File: src/sktt_pkg.sv
`timescale 1ns / 1ps
// sktt_pkg: shared types and codes for the sorted key/token table
// no dependencies
package sktt_pkg;

  localparam int KEY_W = 64;
  localparam int TOK_W = 16;
  localparam int OUT_IDX_W = 6;
  localparam int OUT_CNT_W = 7;
  localparam int CAP_W = 7;
  localparam int CAP_RESET = 64;
  localparam logic [2:0] CFG_IDX_CAP = 3'd0;

  typedef enum logic [2:0] {
    OP_CLEAR  = 3'd0,
    OP_ADD    = 3'd1,
    OP_REMOVE = 3'd2,
    OP_SORT   = 3'd3,
    OP_SEARCH = 3'd4
  } op_t;

  typedef enum logic [2:0] {
    ST_OK       = 3'd0,
    ST_FULL     = 3'd1,
    ST_DUP      = 3'd2,
    ST_OOB      = 3'd3,
    ST_EMPTY    = 3'd4,
    ST_UNSORTED = 3'd5,
    ST_NOTFOUND = 3'd6
  } status_t;

  typedef enum logic [1:0] {
    S_IDLE,
    S_SCAN,
    S_SORT,
    S_FIN
  } state_t;

  typedef enum logic [2:0] {
    CC_HOLD,
    CC_CLEAR,
    CC_WRITE,
    CC_SHIFT,
    CC_SORT
  } cell_op_t;

  typedef struct packed {
    logic              valid;
    logic [KEY_W-1:0]  key;
    logic [TOK_W-1:0]  tok;
  } entry_t;

  typedef struct packed {
    logic              hit;
    logic [TOK_W-1:0]  tok;
  } chain_t;

  typedef struct packed {
    cell_op_t          op;
    logic              phase;
    logic [KEY_W-1:0]  key;
    logic [TOK_W-1:0]  tok;
  } cell_cmd_t;

endpackage

File: src/sktt_cell.sv
`timescale 1ns / 1ps
// sktt_cell: one table slot with neighbor moves and a match chain stage
// depends on sktt_pkg
module sktt_cell #(
  parameter int IW  = 6,
  parameter int IDX = 0
) (
  input  logic                clk,
  input  logic                rst_n,
  input  sktt_pkg::cell_cmd_t cmd,
  input  logic                wr_en,
  input  logic                sh_en,
  input  sktt_pkg::entry_t    left,
  input  sktt_pkg::entry_t    right,
  output sktt_pkg::entry_t    ent,
  input  sktt_pkg::chain_t    chain_in,
  input  logic [IW-1:0]       chain_idx_in,
  output sktt_pkg::chain_t    chain_out,
  output logic [IW-1:0]       chain_idx_out
);

  localparam logic ODD = 1'(IDX % 2);
  localparam logic [IW-1:0] MY_IDX = IW'(IDX);

  sktt_pkg::entry_t ent_r, ent_nxt;
  sktt_pkg::chain_t chain_r;
  logic [IW-1:0]    chain_idx_r;
  logic             hit, take_r, take_l;

  assign hit = ent_r.valid && (ent_r.key == cmd.key);
  // odd-even transposition: pair with right when parity matches phase
  assign take_r = (ODD == cmd.phase) && ent_r.valid && right.valid &&
                  (ent_r.key > right.key);
  assign take_l = (ODD != cmd.phase) && ent_r.valid && left.valid &&
                  (left.key > ent_r.key);

  always_comb begin
    ent_nxt = ent_r;
    case (cmd.op)
      sktt_pkg::CC_CLEAR: ent_nxt = '0;
      sktt_pkg::CC_WRITE: begin
        if (wr_en) begin
          ent_nxt.valid = 1'b1;
          ent_nxt.key   = cmd.key;
          ent_nxt.tok   = cmd.tok;
        end
      end
      sktt_pkg::CC_SHIFT: begin
        if (sh_en) ent_nxt = right;
      end
      sktt_pkg::CC_SORT: begin
        if (take_r) ent_nxt = right;
        else if (take_l) ent_nxt = left;
      end
      default: ent_nxt = ent_r;
    endcase
  end

  always_ff @(posedge clk) begin
    if (!rst_n) begin
      ent_r.valid <= 1'b0;
    end else begin
      ent_r.valid <= ent_nxt.valid;
    end
    ent_r.key <= ent_nxt.key;
    ent_r.tok <= ent_nxt.tok;
    // first hit from the left wins and rides down the row
    if (chain_in.hit) begin
      chain_r     <= chain_in;
      chain_idx_r <= chain_idx_in;
    end else begin
      chain_r.hit <= hit;
      chain_r.tok <= ent_r.tok;
      chain_idx_r <= MY_IDX;
    end
  end

  assign ent           = ent_r;
  assign chain_out     = chain_r;
  assign chain_idx_out = chain_idx_r;

endmodule

File: config.mk
export PLATFORM = sky130hd
export DESIGN_NAME = sktt_cell
export DESIGN_NICKNAME = d
export VERILOG_FILES = /design/src/sktt_pkg.sv /design/src/sktt_cell.sv
export SDC_FILE = /design/constraint.sdc
export NUM_CORES = 1
export LEC_CHECK = 0
export BUFFER_PORTS_ARGS = -buffer_cell sky130_fd_sc_hd__buf_4
export CORE_AREA = 2 2 147 149
export DETAILED_ROUTE_END_ITERATION = 7
export DIE_AREA = 0 0 149 151
export PLACE_DENSITY = 0.72
export SLEW_MARGIN = 20
export SYNTH_ARGS = -nofsm -noshare
export SYNTH_HDL_FRONTEND = slang
export SYNTH_SLANG_ARGS = --single-unit
export TNS_END_PERCENT = 100
File: constraint.sdc
create_clock -name clk -period 4.8 [get_ports clk]
set_input_delay 0.72 -clock clk [delete_from_list [all_inputs] [get_ports clk]]
set_output_delay 0.72 -clock clk [all_outputs]
set_load 0.02 [all_outputs]
==> impl_results.md, run 1 <==
- Worst path arrival time: 3.62 ns
- Most frequent cells in the layout: buf_4, nand2_1, inv_1, ha_1, a22oi_1
- Final setup vio count: 0
- Final worst path period share: 73.15%
- Ys flop type: edfxtp_1
- Initial antenna violation count: 1
- Root buf cell: clkbuf_16
- Tightest Pin Transition: 0.8844 ns
- Worst path required time: a little under 5 ns
- Final worst slack: 1.289 ns
- CTS tree: built
- Die height: 151 µm
- Die Span X: 149 µm
- FF-to-FF path depth: 11
- Most common cell after layout, fill and taps aside: buf_4
- Post-synth EDFFs: 80
- Avg Cell Area, Syn: 8.719 µm²
- Initial Util: 40.95%
- Fillers: 1,925
- Hold Path Class: flip-flop to flip-flop
- Cts bufs inserted: 9
- Max Root-Sink Buffers: 2
- Post-CTS setup buffer count: 0
- Fraction of layout cells with a size suffix above 1: a little under a third
- Kind of critical path: flip-flop to flip-flop
- Internal power: ~0.002 W
- Post-Syn Instances: slightly below 1k
- Sw power: 0.001138 W
- Post-DR wirelength/cell: between 20 and 25 µm
- Post-DP Area: 11,610 µm²
- Post-layout nets: approximately 1.7k
- Post-synth cell types: 54
- Crit path to: ent[54]
- Die area: 22,500 µm²
- Power, Total: about 0.0031 W
- # IOs: 377
- Flop2flop setup slack: approximately 1.3 ns
- Row cnt: 53
- WHS: 0.5129 ns
- Critical path origin: ent[55]
- Rel. slew slack: around 40%
- RSZ-0062 raised after global routing: no
- Share of power burned in the clock network: about a quarter
- Tmin final: 3.511 ns
- Slew Limit Fails: 0
- DP Worst Slack: 0.9588 ns
- Reg2reg start: ent[55]
- Fraction of registers with async set/reset: 0%
- Initial DRT Pass Iterations: 5
- Yosys warning count: 0
- Worst Skew: 0.009420 ns
- Power per cell area: 261.4 nW/µm²
- Largest net degree at the start of global routing: 81
- Final WL: around 34 mm
- CP max FO: 33
- Static Leak: 6.029 nW
- Sequential Power Share: 38.3%
- Post-route setup TNS: 0 ns
- Post-DP HPWL: 27.66 mm
- Design area: 11,900 µm²
- Grt ovf: 0
- GRT Total Usage: 28.59%
- Area delta synth->final: 39.57%
- H-tree depth: 3
- CTS sink cnt: 104
- Yosys reg bits: ~100
- Logic pwr share: around 37%
- Syn nets: 1,379
- Final hold violation count: 0
- Sw Ratio: a little over a third
- Worst-path clk slew: 0.08 ns
- Worst vdd ir: 0.0001391 V
- Status: complete, no violations
- CP Capture Type: flip-flop
- Post-route ant nets: 0
- Vias in the first global route: 8,361
- Routed vias: around 8.9k
- Startpoint Class: flip-flop
- First DRT Iteration DRCs: between 700 and 800
- Sequential share of the synthesized area: 33.81%
- Maximum clock frequency: between 0.2 and 0.3 GHz
- IO Port Bufs: 376
- Cts repair resizes: 0
- Via density: 5.454
- Synthesized cell area: 8527 µm²
- First-pass GRT wire length: 48.18 mm
- Core area: 20,820 µm²
- # hold bufs at CTS: 0
- Worst skew pair latency: 0.36 ns
- # Max-Cap Violations: 0
- RR Endpoint: ent[54]
- Placer Congestion: ~0.95
- Residual DRC: 0
## state kept, by name (all words and copies together), names as in the netlist
| name | cells |
|---|---|
| chain_idx_out | 6 |
| ent | 81 |
| chain_out | 17 |
## critical path, stage by stage, from the launching register on
cell and delay, ns:
edfxtp_1 0.50, ha_1 0.36, nand4_1 0.15, nor4_1 0.60, nand4_1 0.17, a22oi_1 0.19, nor2_1 0.09, a21oi_2 0.29
nor2_4 0.15, buf_4 0.30, a22oi_1 0.36, nand2_1 0.09
## area by class of cell
| class | instances | area (µm²) | area share, % |
|---|---|---|---|
| multi-input combinational | 709 | 4966 | 41.73 |
| timing repair buffer | 383 | 2900 | 24.37 |
| sequential | 104 | 2883 | 24.22 |
| inverter | 137 | 514.2 | 4.321 |
| tap | 275 | 344.1 | 2.891 |
| clock buffer | 10 | 229.0 | 1.924 |
| clock inverter | 6 | 62.56 | 0.5257 |
| antenna | 1 | 2.502 | 0.02103 |
## how the worst min path moves through the flow
stage | start | end | slack (ns) | cells after the start
5_1_grt | ent[15] | chain_out[15] | 0.53 | 1
4_1_cts | ent[13] | chain_out[13] | 0.52 | 1
6_report | ent[13] | chain_out[13] | 0.51 | 1
2_1_floorplan | ent[80] | ent[80] | 0.56 | 2
3_3_place_gp | ent[13] | chain_out[13] | 0.49 | 1
3_5_place_dp | ent[15] | chain_out[15] | 0.50 | 1
## synth_stat cells, types with 8 or more instances
cell        n  area (µm²)
a21oi_1    58       290.3
a22oi_1    82       615.6
buf_2       8       40.04
buf_6       8       90.09
clkbuf_1    9       33.78
dfxtp_1    24       480.5
edfxtp_1   80        2402
ha_1      128        1602
inv_1     132       495.5
mux2_2     16       180.2
nand2_1   207       777.0
nand3_1    16       80.08
nand4_1    24       150.1
nor2_1     16       60.06
nor4_1     17       106.4
o21ai_0    18       90.09
o22ai_1     8       50.05
xor2_1     39       341.6
## power by group through the flow
stage	registers, W	logic [W]	clock network, W
after CTS	0.00119	0.00115	0.000780
final	0.00119	0.00115	0.000764
after detailed placement	0.00121	0.00114	0
after global routing	0.00120	0.00126	0.000803
after global placement	0.00121	0.00112	0
after floorplan	0.00131	0.000468	0
## per-stage QoR
stage / std cells / utilization, %
after CTS: 1624 / 57.14
final: 1625 / 57.16
after floorplan: 978 / -
after global routing: 1625 / 57.16
after global placement: 1608 / 55.74
after detailed placement: 1608 / 55.74
## logic make-up (layout without fill, tap and decap cells)
family          after synthesis  count (layout)  share of synthesized area (%)
flops                       104             104                          33.81
mux                          17              17                          2.230
compound gates              210             210                          16.41
fa+ha+maj                   128             128                          18.78
simple gates                310             310                          16.13
buf+inv                     165             536                          8.129
xor+xnor                     44              44                          4.519
other cells                   0               1                              0
## metal layers
| metal | part of all wire [%] | global-route usage (%) |
|---|---|---|
| met4 | 2.6 | 8.762 |
| met1 | 42 | 38.45 |
| met5 | 0 | 0 |
| met2 | 47 | 47.53 |
| met3 | 8.3 | 4.428 |
No activity file was read; power rests on OpenSTA's default activity.
==> run 2: changes to the inputs <==
==> constraint.sdc (replaced) <==
create_clock -name clk -period 3 [get_ports clk]
set_input_delay 0.45 -clock clk [delete_from_list [all_inputs] [get_ports clk]]
set_output_delay 0.45 -clock clk [all_outputs]
set_load 0.02 [all_outputs]
==> run 2 against run 1 <==
Against the previous run:
- the flow now finishes with violations (negative setup slack)
- largest cell class unchanged
- non-clock buffer count is 112 higher
- register-to-register slack got worse by 1.3 ns
- sequential share of layout area fell by 3.4 points
- critical path depth decreased by 1
- cell area is 16% higher
==> impl_results.md, run 2 (same netlist as run 1, synthesis figures left out) <==
- Status: finished with violations
- Failing checks: negative setup slack
- CP top delay family: simple AND/OR/NAND/NOR gates
- Worst Path Buf+Inv: 2
- CTS sink cnt: 104
- Power per cell area: 394.5 nW/µm²
- Design area: roughly 14,000 µm²
- Row cnt: 53
- Worst Skew: 0.01473 ns
- # IOs: 377
- Die Span X: 149 µm
- CP max FO: 10
- Grt ovf: 0
- CTS tree: built
- Largest net degree at the start of global routing: 53
- Tmin final: ~3.0 ns
- Hold Path Class: input port to flip-flop
- Post-route ant nets: 0
- Residual DRC: 0
- Post-DR wirelength/cell: about 22 µm
- Post-DP Area: roughly 12,000 µm²
- Most common cell after layout, fill and taps aside: buf_4
- Area delta synth->final: 62.41%
- DP Worst Slack: -0.1854 ns
- Kind of critical path: flip-flop to flip-flop
- FF/Latch Area: 2883 µm²
- Critical-path cell list: inv_2 -> ha_4 -> nand4_1 -> nor4_4 -> nand2_2 -> nor4b_4 -> nor3b_4 -> a211oi_2 -> o31a_4 -> clkbuf_16
- Initial Util: 40.95%
- Final worst slack: -0.04675 ns
- Slowest CP cell: edfxtp_1
- Maximum clock frequency: about 0.33 GHz
- First DRT Iteration DRCs: 706
- Slew Limit Fails: 0
- Fillers: roughly 1.7k
- Highest cell delay on the worst timing path: 0.46 ns
- Placer Congestion: 0.9354
- Worst-path clk slew: 0.08 ns
- Worst path required time: 3.13 ns
- Max Root-Sink Buffers: 2
- H-tree depth: 3
- Worst skew pair latency: approximately 0.37 ns
- Worst path arrival time: 3.18 ns
- Via density: 5.565
- Final WL: 37.87 mm
- First-pass GRT wire length: between 50 and 60 mm
- CP Capture Type: flip-flop
- IO Port Bufs: 376
- WHS: 0.2860 ns
- Initial antenna violation count: 0
- Post-layout nets: 1,858
- Die height: 151 µm
- Die area: around 22,000 µm²
- Non-filler cells, final: approximately 1.7k
- Final worst path period share: 101.6%
- Root buf cell: clkbuf_16
- Power, Total: between 0.005 and 0.006 W
- Worst vdd ir: about 0.00022 V
- Final hold violation count: 0
- # Max-Cap Violations: 0
- Rel. slew slack: between 30% and 40%
- Core area: 20,820 µm²
- Most frequent cells in the layout: buf_4, nand2_1, inv_1, ha_1, edfxtp_1
- Routed vias: approximately 9.7k
- Startpoint Class: flip-flop
- Fraction of layout cells with a size suffix above 1: 44.87%
- Initial DRT Pass Iterations: 7
- Cells after DPL: between 1.5k and 2k
- Tightest Pin Transition: 0.9230 ns
- Antenna diodes: 0
- Area of the multi-input gates: approximately 5700 µm²
- RSZ-0062 raised after global routing: yes
- Post-DP HPWL: ~29 mm
- Cts bufs inserted: 9
- Final setup vio count: 89
- GRT Total Usage: a little under a third
- Vias in the first global route: 9,151
- Static Leak: 6.790 nW
- Max FFs per register: slightly above 80
run 2: changes by cell type in the layout (fill, tap and decap cells not counted), moves of 4 or more:
| cell | delta |
|---|---|
| a22oi_1 | -77 |
| a22oi_2 | +77 |
| buf_12 | +10 |
| buf_4 | +82 |
| buf_6 | +9 |
| clkbuf_16 | +10 |
| ha_1 | -16 |
| ha_4 | +16 |
| nor4_1 | -4 |
run 2: what timing repair did:
action                     in CTS  in global routing
cloned                          0                 13
setup buffers                   2                 32
pin swaps                       1                129
gates resized for setup         6                124
hold buffers                    0                  0
setup endpoints to repair     161                161
run 2: per-layer routing:
layer | vias to the layer above | wire length [µm] | track usage [%]
met5 | - | 0 | 0
met4 | 0 | 1645 | 11.33
met3 | 114 | 3613 | 6.958
met2 | 539 | 17960 | 50.48
met1 | 4558 | 14650 | 37.93
li1 | 4455 | - | -
run 2: report_power, final:
part           leakage [nW]  switching, W  total, W  internal, W
clock network         0.149      0.000643   0.00125     0.000610
registers             0.908      0.000123   0.00186      0.00174
logic                  5.73       0.00124   0.00235      0.00111
total                  6.79       0.00200   0.00546      0.00346
run 2: final timing paths:
kind / from / endpoint / slack, ns / cells after the start
setup / recovery: ent[65] / ent[34] / -0.05 / 10
hold / removal: chain_idx_in[0] / chain_idx_out[0] / 0.29 / 2
setup reg to reg: ent[65] / ent[34] / -0.05 / 10
hold reg to reg: ent[3] / chain_out[3] / 0.51 / 1
run 2: worst register-to-register path, delay by kind of cell, from the launching register on:
family	cells	cell delay [ns]
and+or+nand+nor	5	1.29
AOI/OAI and AO/OA	2	0.53
DFF	1	0.46
buffers and inverters	2	0.28
adders and majority gates	1	0.27
run 2: metrics by stage:
step | TNS, ns | utilization (%)
global placement | -12.28 | 58.89
global route | -15.75 | 66.51
CTS | 0 | 60.54
floorplan | -9.021 | -
detailed placement | -22.30 | 58.89
finish | -2.182 | 66.51
run 2: area by class of cell:
cell class | count | area share [%]
timing repair buffer | 495 | 29.57
clock buffer | 10 | 1.726
inverter | 137 | 3.713
tap | 275 | 2.485
sequential | 104 | 20.82
multi-input combinational | 710 | 41.25
clock inverter | 6 | 0.4337
